===== src/rtl/bls_pkg.sv =====
// ----------------------------------------------------------------------------
// bls_pkg: shared types and constants of the line stepper
// Command and register codes, line modes and the configuration bundle.
// ----------------------------------------------------------------------------
package bls_pkg;

  // default coordinate width of the line end points
  localparam int COORD_BITS_DEF = 12;

  // fixed widths of the configuration registers
  localparam int ORIGIN_BITS = 12;
  localparam int COLOR_BITS  = 24;
  localparam int APB_DATA_BITS = 32;
  localparam int APB_ADDR_BITS = 4;

  // command codes
  typedef enum logic [1:0] {
    CMD_DRAW     = 2'd0,
    CMD_SET_PEN  = 2'd1,
    CMD_FROM_PEN = 2'd2,
    CMD_STEP     = 2'd3
  } cmd_e;

  // register indexes
  typedef enum logic [1:0] {
    REG_ORIGIN_X  = 2'd0,
    REG_ORIGIN_Y  = 2'd1,
    REG_DOT_PEN   = 2'd2,
    REG_PEN_COLOR = 2'd3
  } reg_idx_e;

  // walker modes
  typedef enum logic [2:0] {
    MODE_IDLE  = 3'd0,
    MODE_HSPAN = 3'd1,
    MODE_VSPAN = 3'd2,
    MODE_XMAJ  = 3'd3,
    MODE_YMAJ  = 3'd4
  } line_mode_e;

  // configuration seen by the walker
  typedef struct packed {
    logic [ORIGIN_BITS-1:0] origin_x;
    logic [ORIGIN_BITS-1:0] origin_y;
    logic                   dot_pen;
    logic [COLOR_BITS-1:0]  pen_color;
  } cfg_t;

endpackage


===== src/rtl/bls_apb_regs.sv =====
// ----------------------------------------------------------------------------
// bls_apb_regs: configuration registers
// APB-style register file holding origin, dot pen and pen color.
// ----------------------------------------------------------------------------
module bls_apb_regs import bls_pkg::*; (
  input  logic                     clk_i,
  input  logic                     rst_ni,
  input  logic                     psel,
  input  logic                     penable,
  input  logic                     pwrite,
  input  logic [APB_ADDR_BITS-1:0] paddr,
  input  logic [APB_DATA_BITS-1:0] pwdata,
  output logic [APB_DATA_BITS-1:0] prdata,
  output logic                     pready,
  output cfg_t                     cfg_o
);

  cfg_t     cfg_q, cfg_d;
  reg_idx_e idx;
  logic     wr_en;

  assign pready = 1'b1;
  assign idx    = reg_idx_e'(paddr[3:2]);
  assign wr_en  = psel && penable && pwrite && pready;
  assign cfg_o  = cfg_q;

  // write decode
  always_comb begin
    cfg_d = cfg_q;
    if (wr_en) begin
      unique case (idx)
        REG_ORIGIN_X:  cfg_d.origin_x  = pwdata[ORIGIN_BITS-1:0];
        REG_ORIGIN_Y:  cfg_d.origin_y  = pwdata[ORIGIN_BITS-1:0];
        REG_DOT_PEN:   cfg_d.dot_pen   = pwdata[0];
        REG_PEN_COLOR: cfg_d.pen_color = pwdata[COLOR_BITS-1:0];
        default:       cfg_d = cfg_q;
      endcase
    end
  end

  // read mux
  always_comb begin
    unique case (idx)
      REG_ORIGIN_X:  prdata = {{(APB_DATA_BITS-ORIGIN_BITS){1'b0}}, cfg_q.origin_x};
      REG_ORIGIN_Y:  prdata = {{(APB_DATA_BITS-ORIGIN_BITS){1'b0}}, cfg_q.origin_y};
      REG_DOT_PEN:   prdata = {{(APB_DATA_BITS-1){1'b0}}, cfg_q.dot_pen};
      REG_PEN_COLOR: prdata = {{(APB_DATA_BITS-COLOR_BITS){1'b0}}, cfg_q.pen_color};
      default:       prdata = '0;
    endcase
  end

  // register file
  always_ff @(posedge clk_i or negedge rst_ni) begin
    if (!rst_ni) begin
      cfg_q <= '0;
    end else begin
      cfg_q <= cfg_d;
    end
  end

endmodule


===== src/rtl/bls_line_setup.sv =====
// ----------------------------------------------------------------------------
// bls_line_setup: line classification
// Works out mode, start of walk, deltas and initial remainder of a new line.
// ----------------------------------------------------------------------------
module bls_line_setup import bls_pkg::*; #(
  parameter int COORD_BITS = COORD_BITS_DEF
) (
  input  logic signed [COORD_BITS-1:0] x0_i,
  input  logic signed [COORD_BITS-1:0] y0_i,
  input  logic signed [COORD_BITS-1:0] x1_i,
  input  logic signed [COORD_BITS-1:0] y1_i,
  output line_mode_e                   mode_o,
  output logic signed [COORD_BITS-1:0] walk_x_o,
  output logic signed [COORD_BITS-1:0] walk_y_o,
  output logic [COORD_BITS:0]          delta_x_o,
  output logic [COORD_BITS:0]          delta_y_o,
  output logic [COORD_BITS+1:0]        error_o
);

  logic [COORD_BITS:0] diff_x, diff_y;

  // absolute deltas
  assign diff_x    = {x1_i[COORD_BITS-1], x1_i} - {x0_i[COORD_BITS-1], x0_i};
  assign diff_y    = {y1_i[COORD_BITS-1], y1_i} - {y0_i[COORD_BITS-1], y0_i};
  assign delta_x_o = diff_x[COORD_BITS] ? (~diff_x + 1'b1) : diff_x;
  assign delta_y_o = diff_y[COORD_BITS] ? (~diff_y + 1'b1) : diff_y;

  // spans start at the lower end, other lines at the start point
  always_comb begin
    walk_x_o = x0_i;
    walk_y_o = y0_i;
    error_o  = '0;
    if (y0_i == y1_i) begin
      mode_o   = MODE_HSPAN;
      walk_x_o = (x0_i < x1_i) ? x0_i : x1_i;
    end else if (x0_i == x1_i) begin
      mode_o   = MODE_VSPAN;
      walk_y_o = (y0_i < y1_i) ? y0_i : y1_i;
    end else if (delta_x_o >= delta_y_o) begin
      mode_o  = MODE_XMAJ;
      error_o = {2'b00, delta_x_o[COORD_BITS:1]};
    end else begin
      mode_o  = MODE_YMAJ;
      error_o = {2'b00, delta_y_o[COORD_BITS:1]};
    end
  end

endmodule


===== src/rtl/bls_step_core.sv =====
// ----------------------------------------------------------------------------
// bls_step_core: command handling and pixel walker
// Holds pen and line state, steps one pixel per item, registers the result.
// ----------------------------------------------------------------------------
module bls_step_core import bls_pkg::*; #(
  parameter int COORD_BITS = COORD_BITS_DEF
) (
  input  logic                         clk_i,
  input  logic                         rst_ni,
  input  cfg_t                         cfg_i,
  input  logic                         in_valid_i,
  output logic                         in_ready_o,
  input  logic [1:0]                   cmd_i,
  input  logic signed [COORD_BITS-1:0] start_x_i,
  input  logic signed [COORD_BITS-1:0] start_y_i,
  input  logic signed [COORD_BITS-1:0] end_x_i,
  input  logic signed [COORD_BITS-1:0] end_y_i,
  output logic                         out_valid_o,
  input  logic                         out_ready_i,
  output logic signed [COORD_BITS:0]   pixel_x_o,
  output logic signed [COORD_BITS:0]   pixel_y_o,
  output logic [COLOR_BITS-1:0]        pixel_color_o,
  output logic                         plot_o,
  output logic                         last_o
);

  localparam int SumBits = ((COORD_BITS > ORIGIN_BITS) ? COORD_BITS : ORIGIN_BITS) + 2;

  // line and pen state
  line_mode_e                   mode_q, mode_d;
  logic signed [COORD_BITS-1:0] pen_x_q, pen_x_d, pen_y_q, pen_y_d;
  logic signed [COORD_BITS-1:0] walk_x_q, walk_x_d, walk_y_q, walk_y_d;
  logic signed [COORD_BITS-1:0] tgt_x_q, tgt_x_d, tgt_y_q, tgt_y_d;
  logic [COORD_BITS:0]          dx_q, dx_d, dy_q, dy_d;
  logic [COORD_BITS+1:0]        err_q, err_d;
  logic [COORD_BITS:0]          span_q, span_d;

  // result register
  logic                         out_valid_q, out_valid_d;
  logic signed [COORD_BITS:0]   pixel_x_q, pixel_y_q;
  logic [COLOR_BITS-1:0]        color_q;
  logic                         plot_q, last_q;

  // setup unit
  logic signed [COORD_BITS-1:0] x0, y0;
  line_mode_e                   su_mode;
  logic signed [COORD_BITS-1:0] su_walk_x, su_walk_y;
  logic [COORD_BITS:0]          su_dx, su_dy;
  logic [COORD_BITS+1:0]        su_err;

  // step datapath
  logic                         in_fire, emit, plot_d, last_d;
  logic [COORD_BITS:0]          span_len, span_add_x, span_add_y;
  logic [COORD_BITS:0]          rel_x, rel_y;
  logic [COORD_BITS+1:0]        err_sum, major, minor;
  logic [COORD_BITS-1:0]        step_x, step_y;
  logic [SumBits-1:0]           sum_x, sum_y;

  assign in_ready_o = !out_valid_q || out_ready_i;
  assign in_fire    = in_valid_i && in_ready_o;

  assign x0 = (cmd_i == CMD_FROM_PEN) ? pen_x_q : start_x_i;
  assign y0 = (cmd_i == CMD_FROM_PEN) ? pen_y_q : start_y_i;

  bls_line_setup #(
    .COORD_BITS(COORD_BITS)
  ) u_setup (
    .x0_i      (x0),
    .y0_i      (y0),
    .x1_i      (end_x_i),
    .y1_i      (end_y_i),
    .mode_o    (su_mode),
    .walk_x_o  (su_walk_x),
    .walk_y_o  (su_walk_y),
    .delta_x_o (su_dx),
    .delta_y_o (su_dy),
    .error_o   (su_err)
  );

  // unit steps toward the target, +1 or -1
  assign step_x = {{(COORD_BITS-1){!(tgt_x_q > walk_x_q)}}, 1'b1};
  assign step_y = {{(COORD_BITS-1){!(tgt_y_q > walk_y_q)}}, 1'b1};

  // remainder update operands for the two diagonal modes
  assign major   = (mode_q == MODE_XMAJ) ? {1'b0, dx_q} : {1'b0, dy_q};
  assign minor   = (mode_q == MODE_XMAJ) ? {1'b0, dy_q} : {1'b0, dx_q};
  assign err_sum = err_q + minor;

  // span offsets
  assign span_len   = (mode_q == MODE_HSPAN) ? dx_q : dy_q;
  assign span_add_x = (mode_q == MODE_HSPAN) ? span_q : '0;
  assign span_add_y = (mode_q == MODE_VSPAN) ? span_q : '0;

  // command decode and walker next state
  always_comb begin
    mode_d   = mode_q;
    pen_x_d  = pen_x_q;
    pen_y_d  = pen_y_q;
    walk_x_d = walk_x_q;
    walk_y_d = walk_y_q;
    tgt_x_d  = tgt_x_q;
    tgt_y_d  = tgt_y_q;
    dx_d     = dx_q;
    dy_d     = dy_q;
    err_d    = err_q;
    span_d   = span_q;
    emit     = 1'b0;
    plot_d   = 1'b1;
    last_d   = 1'b0;
    rel_x    = {walk_x_q[COORD_BITS-1], walk_x_q};
    rel_y    = {walk_y_q[COORD_BITS-1], walk_y_q};
    if (in_fire) begin
      case (cmd_i)
        CMD_DRAW, CMD_FROM_PEN: begin
          mode_d   = su_mode;
          walk_x_d = su_walk_x;
          walk_y_d = su_walk_y;
          tgt_x_d  = end_x_i;
          tgt_y_d  = end_y_i;
          dx_d     = su_dx;
          dy_d     = su_dy;
          err_d    = su_err;
          span_d   = '0;
        end
        CMD_SET_PEN: begin
          pen_x_d = end_x_i;
          pen_y_d = end_y_i;
        end
        default: begin
          unique case (mode_q)
            MODE_HSPAN, MODE_VSPAN: begin
              emit   = 1'b1;
              rel_x  = {walk_x_q[COORD_BITS-1], walk_x_q} + span_add_x;
              rel_y  = {walk_y_q[COORD_BITS-1], walk_y_q} + span_add_y;
              plot_d = !(cfg_i.dot_pen && span_q[0]);
              last_d = span_q >= span_len;
              span_d = span_q + 1'b1;
            end
            MODE_XMAJ: begin
              emit     = 1'b1;
              walk_x_d = walk_x_q + step_x;
              if (err_sum >= major) begin
                err_d    = err_sum - major;
                walk_y_d = walk_y_q + step_y;
              end else begin
                err_d = err_sum;
              end
              last_d = walk_x_d == tgt_x_q;
            end
            MODE_YMAJ: begin
              emit     = 1'b1;
              walk_y_d = walk_y_q + step_y;
              if (err_sum >= major) begin
                err_d    = err_sum - major;
                walk_x_d = walk_x_q + step_x;
              end else begin
                err_d = err_sum;
              end
              last_d = walk_y_d == tgt_y_q;
            end
            default: emit = 1'b0;
          endcase
          if (mode_q == MODE_XMAJ || mode_q == MODE_YMAJ) begin
            rel_x  = {walk_x_d[COORD_BITS-1], walk_x_d};
            rel_y  = {walk_y_d[COORD_BITS-1], walk_y_d};
            plot_d = !(cfg_i.dot_pen && walk_x_d[0]);
          end
          if (emit && last_d) begin
            mode_d = MODE_IDLE;
          end
        end
      endcase
    end
  end

  // origin offset, wrapped to the output width
  assign sum_x = {{(SumBits-COORD_BITS-1){rel_x[COORD_BITS]}}, rel_x}
               + {{(SumBits-ORIGIN_BITS){cfg_i.origin_x[ORIGIN_BITS-1]}}, cfg_i.origin_x};
  assign sum_y = {{(SumBits-COORD_BITS-1){rel_y[COORD_BITS]}}, rel_y}
               + {{(SumBits-ORIGIN_BITS){cfg_i.origin_y[ORIGIN_BITS-1]}}, cfg_i.origin_y};

  // result valid
  always_comb begin
    out_valid_d = out_valid_q;
    if (in_fire && emit) begin
      out_valid_d = 1'b1;
    end else if (out_ready_i) begin
      out_valid_d = 1'b0;
    end
  end

  // state registers
  always_ff @(posedge clk_i or negedge rst_ni) begin
    if (!rst_ni) begin
      mode_q      <= MODE_IDLE;
      pen_x_q     <= '0;
      pen_y_q     <= '0;
      walk_x_q    <= '0;
      walk_y_q    <= '0;
      tgt_x_q     <= '0;
      tgt_y_q     <= '0;
      dx_q        <= '0;
      dy_q        <= '0;
      err_q       <= '0;
      span_q      <= '0;
      out_valid_q <= 1'b0;
    end else begin
      mode_q      <= mode_d;
      pen_x_q     <= pen_x_d;
      pen_y_q     <= pen_y_d;
      walk_x_q    <= walk_x_d;
      walk_y_q    <= walk_y_d;
      tgt_x_q     <= tgt_x_d;
      tgt_y_q     <= tgt_y_d;
      dx_q        <= dx_d;
      dy_q        <= dy_d;
      err_q       <= err_d;
      span_q      <= span_d;
      out_valid_q <= out_valid_d;
    end
  end

  // result payload
  always_ff @(posedge clk_i) begin
    if (in_fire && emit) begin
      pixel_x_q <= sum_x[COORD_BITS:0];
      pixel_y_q <= sum_y[COORD_BITS:0];
      color_q   <= cfg_i.pen_color;
      plot_q    <= plot_d;
      last_q    <= last_d;
    end
  end

  assign out_valid_o   = out_valid_q;
  assign pixel_x_o     = pixel_x_q;
  assign pixel_y_o     = pixel_y_q;
  assign pixel_color_o = color_q;
  assign plot_o        = plot_q;
  assign last_o        = last_q;

`ifndef ASSERT_OFF
  // a step with no line loaded leaves the result slot empty once drained
  a_idle_step_no_result: assert property (@(posedge clk_i) disable iff (!rst_ni)
    (in_fire && cmd_i == CMD_STEP && mode_q == MODE_IDLE) |=> !out_valid_q)
    else $error("step while idle produced a result");

  // the final pixel of a line returns the walker to idle
  a_last_goes_idle: assert property (@(posedge clk_i) disable iff (!rst_ni)
    (in_fire && cmd_i == CMD_STEP && emit && last_d) |=> mode_q == MODE_IDLE)
    else $error("walker still active after last pixel");

  // span walk never passes the far end
  a_span_in_range: assert property (@(posedge clk_i) disable iff (!rst_ni)
    (mode_q == MODE_HSPAN || mode_q == MODE_VSPAN) |-> span_q <= span_len)
    else $error("span index beyond span length");

  // remainder stays below the major delta on diagonal lines
  a_err_bounded: assert property (@(posedge clk_i) disable iff (!rst_ni)
    (mode_q == MODE_XMAJ || mode_q == MODE_YMAJ) |-> err_q < major)
    else $error("remainder not below major delta");
`endif

endmodule


===== src/rtl/bresenham_line_stepper_unit.sv =====
// ----------------------------------------------------------------------------
// bresenham_line_stepper_unit: line rasterizer top level
// Line commands come in on the input channel, pixels leave on the output.
// ----------------------------------------------------------------------------
// Usage:
//   Input channel (in_valid_i/in_ready_o) carries one command item: draw a
//   line, set the pen, draw from the pen, or step. Only a step on a loaded
//   line yields an output item (pixel position with origin added, color,
//   plot and last flags); all other items are absorbed silently.
//   Result: a result is registered and visible in the cycle after its step item is accepted.
//   Throughput: one item per cycle while in_ready_o is high; the walker state update
//   (one add and compare on the remainder plus the origin add) is combinational.
//   Stall: the output register holds a waiting pixel; in_ready_o stays high
//   while the slot is empty or being drained, and drops while a pixel waits
//   and out_ready_i is low, so nothing is lost or repeated.
//   Reset: all line and pen state clears, the walker goes idle, the state and
//   configuration registers return to zero and no output is pending.
//   Configuration: APB writes to origin_x (0x0), origin_y (0x4), dot_pen
//   (0x8) and pen_color (0xC) take effect on the following step.
// ----------------------------------------------------------------------------
module bresenham_line_stepper_unit import bls_pkg::*; #(
  parameter int COORD_BITS = COORD_BITS_DEF
) (
  input  logic                         clk_i,
  input  logic                         rst_ni,
  input  logic                         psel,
  input  logic                         penable,
  input  logic                         pwrite,
  input  logic [APB_ADDR_BITS-1:0]     paddr,
  input  logic [APB_DATA_BITS-1:0]     pwdata,
  output logic [APB_DATA_BITS-1:0]     prdata,
  output logic                         pready,
  input  logic                         in_valid_i,
  output logic                         in_ready_o,
  input  logic [1:0]                   cmd_i,
  input  logic signed [COORD_BITS-1:0] start_x_i,
  input  logic signed [COORD_BITS-1:0] start_y_i,
  input  logic signed [COORD_BITS-1:0] end_x_i,
  input  logic signed [COORD_BITS-1:0] end_y_i,
  output logic                         out_valid_o,
  input  logic                         out_ready_i,
  output logic signed [COORD_BITS:0]   pixel_x_o,
  output logic signed [COORD_BITS:0]   pixel_y_o,
  output logic [COLOR_BITS-1:0]        pixel_color_o,
  output logic                         plot_o,
  output logic                         last_o
);

  cfg_t cfg;

  // configuration registers
  bls_apb_regs u_regs (
    .clk_i   (clk_i),
    .rst_ni  (rst_ni),
    .psel    (psel),
    .penable (penable),
    .pwrite  (pwrite),
    .paddr   (paddr),
    .pwdata  (pwdata),
    .prdata  (prdata),
    .pready  (pready),
    .cfg_o   (cfg)
  );

  // walker and result register
  bls_step_core #(
    .COORD_BITS(COORD_BITS)
  ) u_core (
    .clk_i         (clk_i),
    .rst_ni        (rst_ni),
    .cfg_i         (cfg),
    .in_valid_i    (in_valid_i),
    .in_ready_o    (in_ready_o),
    .cmd_i         (cmd_i),
    .start_x_i     (start_x_i),
    .start_y_i     (start_y_i),
    .end_x_i       (end_x_i),
    .end_y_i       (end_y_i),
    .out_valid_o   (out_valid_o),
    .out_ready_i   (out_ready_i),
    .pixel_x_o     (pixel_x_o),
    .pixel_y_o     (pixel_y_o),
    .pixel_color_o (pixel_color_o),
    .plot_o        (plot_o),
    .last_o        (last_o)
  );

endmodule

===== config.mk =====
export PLATFORM = sky130hd
export DESIGN_NAME = bresenham_line_stepper_unit
export DESIGN_NICKNAME = d
export VERILOG_FILES = /design/src/rtl/bls_pkg.sv /design/src/rtl/bls_apb_regs.sv /design/src/rtl/bls_line_setup.sv /design/src/rtl/bls_step_core.sv /design/src/rtl/bresenham_line_stepper_unit.sv
export SDC_FILE = /design/constraint.sdc
export NUM_CORES = 1
export LEC_CHECK = 0
export ABC_CLOCK_PERIOD_IN_PS = 7700
export BUFFER_PORTS_ARGS = -buffer_cell sky130_fd_sc_hd__buf_2
export CAP_MARGIN = 20
export CORE_MARGIN = 2
export CORE_UTILIZATION = 45
export CTS_CLUSTER_SIZE = 14
export DETAILED_ROUTE_END_ITERATION = 6
export PLACE_DENSITY = 0.66
export SETUP_SLACK_MARGIN = 0.05
export SYNTH_ARGS = -nofsm -noshare
export SYNTH_HDL_FRONTEND = slang
export SYNTH_SLANG_ARGS = --single-unit

===== constraint.sdc =====
create_clock -name clk_i -period 7.7 [get_ports clk_i]
set_clock_uncertainty 0.05 [all_clocks]
set_input_delay 1.54 -clock clk_i [delete_from_list [all_inputs] [get_ports clk_i]]
set_output_delay 1.54 -clock clk_i [all_outputs]
set_load 0.02 [all_outputs]

Word level (Yosys, flattened, before mapping) --
Index checks and enable logic that the tools add are counted.
Word-level totals: register bits after elaboration 230, output and inout bits 87
Operators by class: add/sub/neg operators 13, magnitude comparators 7, equality and inequality tests 13, muxes and demuxes 56, bitwise gates (word level) 4, reduce and logical (&&, ||, !) cells 36
Operators by type and width (count):
- $mux 13 | 16
- $mux 12 | 14
- $pmux 32 s4 | 1
- $pmux 12 s2 | 4
- $eq 12x12->1 | 4
- $add 13x1->13 const B | 3
- $mux 14 | 2
- $pmux 14 s2 | 1
- $add 13x12->13 | 2
- $add 13x13->13 | 2
- $ge 13x13->1 | 2
- $not 13->13 | 2
- $pmux 13 s2 | 1
- $sub 12x12->13 | 2
- $add 12x12->12 | 2
- $gt 12x12->1 | 2
- $lt 12x12->1 | 2
- $add 14x14->14 | 1
- $ge 14x14->1 | 1
- $reduce_and 2->1 | 7
- $sub 14x14->14 | 1
- $mux 3 | 4
- $mux 1 | 11
- $reduce_and 3->1 | 3
- 16 further kinds | 39

Longest topological paths before layout --
Gate-level depths: netlist (run 1).
word-level depth 12, mapped depth 42, gate-level depth less buffers 38

Hierarchy --
A second synthesis (run 1) with hierarchy kept.
Second synthesis, totals: cell total of the unflattened synthesis 2161, area, all modules 19393.6 µm²
Modules (own cells, without submodules):
- bls_step_core | times used 1, cells each 1585, area each 14217.4 µm², sequential area each 4789.6 µm²
- bls_line_setup | times used 1, cells each 403, area each 2865.2 µm², sequential area each 0.0 µm²
- bls_apb_regs | times used 1, cells each 173, area each 2311.0 µm², sequential area each 1226.2 µm²

Least setup slack after synthesis (run 1) --
No wires, ideal clock.
path type reg-to-reg, from register u_core.mode_q[0], to register u_core.pixel_y_q[12] (netlist: u_core.pixel_y_o[12]), data pin, library setup time 0.261 ns, arrival 7.218 ns, required time 7.389 ns, slack 0.171 ns, cell stages (with the launch flop) 39, path buffers 3, period minus slack after synthesis 7.529 ns, path through dfrtp_1 buf_2 nand3_1 clkbuf_1 buf_1 mux2_2 ha_1 inv_1 fa_1 nor2b_1 o21ai_0 nand2b_1 a21o_1 a21o_1 a31oi_1 o211ai_1 xor2_1 ha_1 [... 3 more ...] inv_1 o32a_1 nor3_2 nand2_1 a221oi_1 a21oi_1 a2bb2oi_1 ha_1 nor2b_1 o21ai_0 a21boi_1 o21ai_0 nand2b_1 a21o_1 a41o_1 o41ai_1 xor2_1 xnor2_1
On the way: word-level cells in the longest chain between the ends 10, elaborated cells between the ends (all ways) 19
Ends and longest elaborated chain:
- from (decl) | RTL line bls_step_core.sv:30 | line_mode_e mode_q, mode_d;
- from (signal assigned) | RTL line bls_step_core.sv:208 | mode_q <= mode_d;
- $eq 3x2->1
- $mux 13 | RTL line bls_step_core.sv:86 | assign minor = (mode_q == MODE_XMAJ) ? {1'b0, dy_q} : {1'b0, dx_q};
- $add 14x14->14 | RTL line bls_step_core.sv:87 | assign err_sum = err_q + minor;
- $ge 14x14->1 | RTL line bls_step_core.sv:142 | if (err_sum >= major) begin
- $mux 12 | RTL line bls_step_core.sv:142
- $pmux 12 s2 | RTL line bls_step_core.sv:130 | unique case (mode_q)
- $mux 13 (*) | RTL line bls_step_core.sv:163 | if (mode_q == MODE_XMAJ || mode_q == MODE_YMAJ) begin
- $mux 13 (*) | RTL line bls_step_core.sv:113 | case (cmd_i)
- $mux 13 (*) | RTL line bls_step_core.sv:112 | if (in_fire) begin
- $add 13x12->13 (*) | RTL line bls_step_core.sv:180 | + {{(SumBits-ORIGIN_BITS){cfg_i.origin_y[ORIGIN_BITS-1]}}, cfg_i.origin_y};
- named net u_core.sum_y[12] | RTL line bls_step_core.sv:57 | logic [SumBits-1:0] sum_x, sum_y;
- to (signal assigned) | RTL line bls_step_core.sv:227 | pixel_y_q <= sum_y[COORD_BITS:0];
- to (decl) | RTL line bls_step_core.sv:40 | logic signed [COORD_BITS:0] pixel_x_q, pixel_y_q;
The timed path passes the listed nets; every way through them passes the cells marked *. A chain may end at the register's enable or synchronous reset.

Worst setup path in the final report (run 1) --
from register u_core.mode_q[2], to register u_core.pixel_y_q[12] (netlist: u_core.pixel_y_o[12]), data pin
The elaborated chain is that of the path after synthesis.

==> flow_summary.yaml, run 1 <==
clock_network:
  cts_buffer_depth: 3
  root_buffer: "clkbuf_16"
  hold_buffers: 0
  path_clk_slew_ns: 0.06
  cts_buffers: 26
  insertion_delay_ns: 0.55
  htree_levels: 1
  cts_tree: "yes"
  cts.sink_count: 230
setup_path:
  cp.arrival_ns: 7.56
  cp_slowest_stage_delay_ns: 0.45
  crit_slowest_cell: "or4_4"
  setup.worst_path.end_class: "flip-flop"
  crit_path_frequent_cell: "o21ai_0"
  crit_type: "flip-flop to flip-flop"
  start_kind: "flip-flop"
  crit_required_ns: 7.94
  path_max_fanout: 6
logic_synthesis:
  ys_seq_area_frac: 0.320
  synth_ff_type: "dfrtp_1"
  ys_ff_latch: 230
  synth_cells: 2017
  syn_area_mm2: 0.0188
  ys_warn_count: 0
  synth-edff-count: 52
  synthDistinctLibCells: 94
  synth-async-reset-ratio: 0.774
  syn_area_per_cell_um2: 9.31
drt:
  wirelength_um: 56700
  wl_met2_um: 25700
  via_count: 16350
  ant_nets: 0
  wirelength_met1_um: 25700
  drtIter0Drc: 1350
  wire_per_inst_um: 20.8
  dr_wl_met3_um: 3680
  viasPerCell: 5.98
  drt_first_pass_iters: 6
  highest_layer: "met4"
  drc: 0
layout:
  syn_to_final_growth_pct: 14.1
  layout-drive-gt1-share: 0.193
  fillers: 3733
  fin_nets: 2466
  n_antenna_cell: 0
grt:
  antenna_found_initial: 0
  grt_first_pass_wirelength_um: 88600
  grt_max_degree: 106
  track_usage: 0.257
  gr-total-overflow: 0
  grt_pass1_vias: 15930
place:
  place.port_buffers: 160
  place_hpwl_um: 44200
  routabilityCongestion: 0.938
  place_ws_ns: 0.0557
sta:
  layout_worst_path_cycle_share: 0.952
  slew_headroom: 0.304
  fmax_ghz: 0.136
  drv_slew: 0
  finalWorstSetupSlack_ns: 0.372
  period_minus_slack_ns: 7.33
  hold_violations: 0
  setup_viol: 0
  tightest_slew_ns: 1.04
floorplanning:
  die_h_um: 208
  rows: 74
  die_x_um: 208
  start_util: 0.458
  core_area_mm2: 0.0410
  dieArea_mm2: 0.0434
  ios: 180
flow_run:
  drv_cap: 0
worst_hold_path:
  hp-class: "flip-flop to flip-flop"
status:
  status: "finished, final reports clean"
## flip-flops by register name (all words and copies together), names as in the netlist, 13 cells and up
signal	cells
u_core.dx_q	13
u_core.pixel_x_o	13
u_regs.cfg_o	49
u_core.span_q	13
u_core.err_q	14
u_core.pixel_y_o	13
u_core.pixel_color_o	24
u_core.dy_q	13
## cell usage in the layout (no fill, tap or decap), types with 9 or more instances in the layout
cell       netlist  layout
a31oi_1         22      20
buf_2            4     159
xor2_1          58      56
buf_4           11      52
dfrtp_1        178     178
nand2b_1        21      21
fa_1            10      10
clkbuf_1        69      10
mux2i_1         82      81
nand3_1         29      28
o21a_1          21      21
nor2_1         126     122
a22oi_1         13      13
a211oi_1        32      30
clkbuf_16        0      27
ha_1           180     176
o31ai_1         12      11
mux2_2         112     112
nand4_1         20      20
o22ai_1         12      12
o21bai_1        10      10
o21ai_1         15      18
a21oi_1        123     120
nor2b_1         24      24
edfxtp_1        52      52
nor3_1          40      39
or3_1           11      11
a2bb2oi_1       13      13
o211ai_1        15      15
conb_1           2       9
and3_1          24      24
nand2_1        145     144
nor4_1          10      10
o21ai_0        135     130
inv_1           98      97
xnor2_1         93      93
a21o_1          32      32
and2_1          32      32
## worst paths after layout
check,slack [ns],start,cells after the start,end
min in group asynchronous,0.95,rst_ni,1,u_regs.cfg_o[20]
worst max register to register,0.37,u_core.mode_q[2],35,u_core.pixel_y_o[12]
worst min register to register,0.42,u_regs.cfg_o[23],0,u_core.pixel_color_o[23]
worst max-delay path,0.37,u_core.mode_q[2],35,u_core.pixel_y_o[12]
worst min-delay path,0.42,u_regs.cfg_o[23],0,u_core.pixel_color_o[23]
max in group asynchronous,5.56,rst_ni,2,u_core.dy_q[1]
## cell families after synthesis
group | synth area share
AO/OA/AOI/OAI | 0.187
buffers and inverters | 0.0398
adder cells (fa/ha/maj) | 0.131
flip-flops | 0.320
other | 0.000400
XOR/XNOR | 0.0704
AND/OR/NAND/NOR | 0.138
multiplexers | 0.113
## synthesized netlist by cell type (11+ instances only)
cell | number | share of area
o31ai_1 | 12 | 0.0048
ha_1 | 180 | 0.12
mux2i_1 | 82 | 0.044
nand2b_1 | 21 | 0.0070
o21ai_1 | 15 | 0.0040
nor2_1 | 126 | 0.025
inv_1 | 98 | 0.020
nand4_1 | 20 | 0.0067
a211oi_1 | 32 | 0.013
o211ai_1 | 15 | 0.0060
edfxtp_1 | 52 | 0.083
buf_4 | 11 | 0.0044
o22ai_1 | 12 | 0.0040
clkbuf_1 | 69 | 0.014
a21o_1 | 32 | 0.013
xor2_1 | 58 | 0.027
a22oi_1 | 13 | 0.0052
nand2_1 | 145 | 0.029
mux2_2 | 112 | 0.067
nor3_1 | 40 | 0.011
and2_1 | 32 | 0.011
o21ai_0 | 135 | 0.036
o21a_1 | 21 | 0.0084
a21oi_1 | 123 | 0.033
nand3_1 | 29 | 0.0077
and3_1 | 24 | 0.0080
nor2b_1 | 24 | 0.0080
xnor2_1 | 93 | 0.043
dfrtp_1 | 178 | 0.24
a2bb2oi_1 | 13 | 0.0061
a31oi_1 | 22 | 0.0073
or3_1 | 11 | 0.0037
## what timing repair did
| item | 4_1_cts | 5_1_grt |
|---|---|---|
| buffers inserted | 0 | 4 |
| gates resized for setup | 2 | 30 |
| endpoints found under the setup margin | 2 | 10 |
| pin swaps | 0 | 11 |
## routing by layer
layer / vias up / GRT usage
met1: 7980 / 0.352
met3: 97 / 0.0386
met2: 561 / 0.418
li1: 7712 / -
met5: - / 0
met4: 0 / 0.0814
## final cells by class
type | instances | area (um^2) | share of cell area
tap | 532 | 666 | 0.0311
multi-input combinational | 1607 | 12200 | 0.570
timing repair buffer | 219 | 1310 | 0.0611
sequential | 230 | 6020 | 0.281
inverter | 99 | 372 | 0.0173
clock buffer | 38 | 727 | 0.0339
clock inverter | 8 | 124 | 0.00578
## critical path, delay by kind of cell, from the launching register on
kind / cells / cell delay, ns
AO/OA/AOI/OAI: 14 / 2.51
multiplexers: 1 / 0.29
XOR/XNOR: 3 / 0.47
AND/OR/NAND/NOR: 9 / 1.60
adder cells (fa/ha/maj): 4 / 1.22
flip-flops: 1 / 0.39
buffers and inverters: 4 / 0.52
## per-stage QoR
stage | std cells | setup TNS [ns] | hold WS [ns] | util | instance area [um^2]
finish | 2733 | 0 | 0.416 | 0.523 | 21400
global route | 2733 | -0.0785 | 0.424 | 0.523 | 21400
CTS | 2728 | 0 | 0.415 | 0.518 | 21300
detailed placement | 2682 | 0 | 0.400 | 0.497 | 20400
global placement | 2681 | 0 | 0.394 | 0.496 | 20400
floorplan | 2024 | 0 | 0.386 | - | 18800
Power of run 1 is left out: the tool's default activity adds up to more than one toggle a clock period on the data nets, which glitch-free logic cannot reach.
==> run 2: changes to the inputs <==
- BUFFER_PORTS_ARGS: -buffer_cell sky130_fd_sc_hd__buf_2 -> -buffer_cell sky130_fd_sc_hd__buf_4
==> run 2 against run 1 <==
- count of clock-buffer cells in the layout decreased by 5
- critical path type unchanged
- setup slack better by 0.11 ns
- critical endpoint is now u_core.pixel_x_o[12]
- non-clock buffer count shrank 10
- cell count decreased by 0.15%
- worst hold slack gained 0.0033 ns
==> flow_summary.yaml, run 2 (synthesis results as in run 1) <==
layout:
  instances_no_fill: 2729
  fin_nets: 2458
  layout-drive-gt1-share: 0.192
  largest_reg_flops: 49
  layout_commonest_cell: "buf_4"
  syn_to_final_growth_pct: 15.9
  layout.cells.most_common_list: "buf_4 (205), dfrtp_1 (178), ha_1 (176), nand2_1 (143), o21ai_0 (132)"
  fillers: 3783
  n_antenna_cell: 0
setup_path:
  cp_slowest_stage_delay_ns: 0.42
  start_kind: "flip-flop"
  setup.worst_path.end_class: "flip-flop"
  crit_slowest_cell: "o32a_4"
  cp.arrival_ns: 7.45
  path_max_fanout: 9
  crit_type: "flip-flop to flip-flop"
  crit_required_ns: 7.94
drt:
  wl_met2_um: 25600
  ant_nets: 0
  wire_per_inst_um: 21.0
  drtIter0Drc: 1079
  drc: 0
  dr_wl_met3_um: 4020
  wirelength_um: 57400
  viasPerCell: 5.94
  via_count: 16213
  drt_first_pass_iters: 5
  highest_layer: "met4"
  wirelength_met1_um: 26000
sta:
  tightest_slew_ns: 1.06
  finalWorstSetupSlack_ns: 0.483
  slew_headroom: 0.288
  drv_slew: 0
  hold_violations: 0
  fmax_ghz: 0.139
  setup_viol: 0
  layout_worst_path_cycle_share: 0.937
  period_minus_slack_ns: 7.22
place:
  place.port_buffers: 160
  routabilityCongestion: 0.952
  place_hpwl_um: 44700
  dp.cells: 2677
  place_ws_ns: 0.0685
floorplanning:
  core_area_mm2: 0.0410
  ios: 180
  dieArea_mm2: 0.0434
  start_util: 0.458
  die_h_um: 208
  die_x_um: 208
  rows: 74
clock_network:
  hold_buffers: 0
  path_clk_slew_ns: 0.06
  cts_buffers: 28
  cts.sink_count: 230
  htree_levels: 1
  cts_buffer_depth: 3
  cts_tree: "yes"
  insertion_delay_ns: 0.57
  root_buffer: "clkbuf_16"
grt:
  track_usage: 0.260
  antenna_found_initial: 0
  gr-total-overflow: 0
  grt_first_pass_wirelength_um: 89200
  grt_pass1_vias: 15808
  grt_max_degree: 76
worst_hold_path:
  hp-class: "flip-flop to flip-flop"
status:
  status: "finished, final reports clean"
flow_run:
  drv_cap: 0
## run 2: area by class of cell
class / instances / area (um^2) / area share
multi-input cells: 1607 / 12200 / 0.559
flip-flops and latches: 230 / 6020 / 0.276
repair buffers: 209 / 1610 / 0.0739
clock buffers: 33 / 771 / 0.0354
well taps: 532 / 666 / 0.0306
inverters: 99 / 372 / 0.0171
clock inverters: 19 / 161 / 0.00741
## run 2: stage by stage
stage / utilization / hold slack (ns) / cell area (um^2) / setup TNS (ns)
3_5_place_dp: 0.506 / 0.400 / 20700 / 0
5_1_grt: 0.531 / 0.428 / 21800 / -0.00452
2_1_floorplan: - / 0.386 / 18800 / 0
3_3_place_gp: 0.505 / 0.393 / 20700 / 0
4_1_cts: 0.528 / 0.415 / 21700 / 0
6_report: 0.531 / 0.419 / 21800 / 0
## run 2: worst paths after layout
path,endpoint,depth (start not counted),slack [ns],startpoint
worst max-delay path,u_core.pixel_x_o[12],34,0.48,u_core.mode_q[2]
worst min-delay path,u_core.pixel_color_o[20],0,0.42,u_regs.cfg_o[20]
worst max register to register,u_core.pixel_x_o[12],34,0.48,u_core.mode_q[2]
worst min register to register,u_core.pixel_color_o[20],0,0.42,u_regs.cfg_o[20]
max in group asynchronous,u_regs.cfg_o[28],2,5.24,rst_ni
min in group asynchronous,u_regs.cfg_o[23],1,0.92,rst_ni
## run 2: timing repair
| action | in CTS | in global routing |
|---|---|---|
| gates cloned | 0 | 0 |
| endpoints found under the setup margin | 1 | 7 |
| resized for setup | 1 | 21 |
| buffers inserted | 0 | 0 |
| hold endpoints to repair | 0 | 0 |
| pin swaps | 0 | 8 |
## run 2: worst max-delay path: cells and delay by family, from the launching register on
family                     cells  cell delay [ns]
AOI/OAI and AO/OA             15             3.11
xor gates and xnor gates       3             0.36
adders and majority gates      3             0.87
buffers and inverters          4             0.58
DFF                            1             0.39
muxes                          1             0.36
and+or+nand+nor                8             1.17
## run 2: routing by layer
| layer | GRT usage | up-vias |
|---|---|---|
| met2 | 0.416 | 573 |
| li1 | - | 7707 |
| met1 | 0.361 | 7841 |
| met3 | 0.0433 | 92 |
| met4 | 0.0767 | 0 |
| met5 | 0 | - |
Power of run 2 is left out for the same reason.
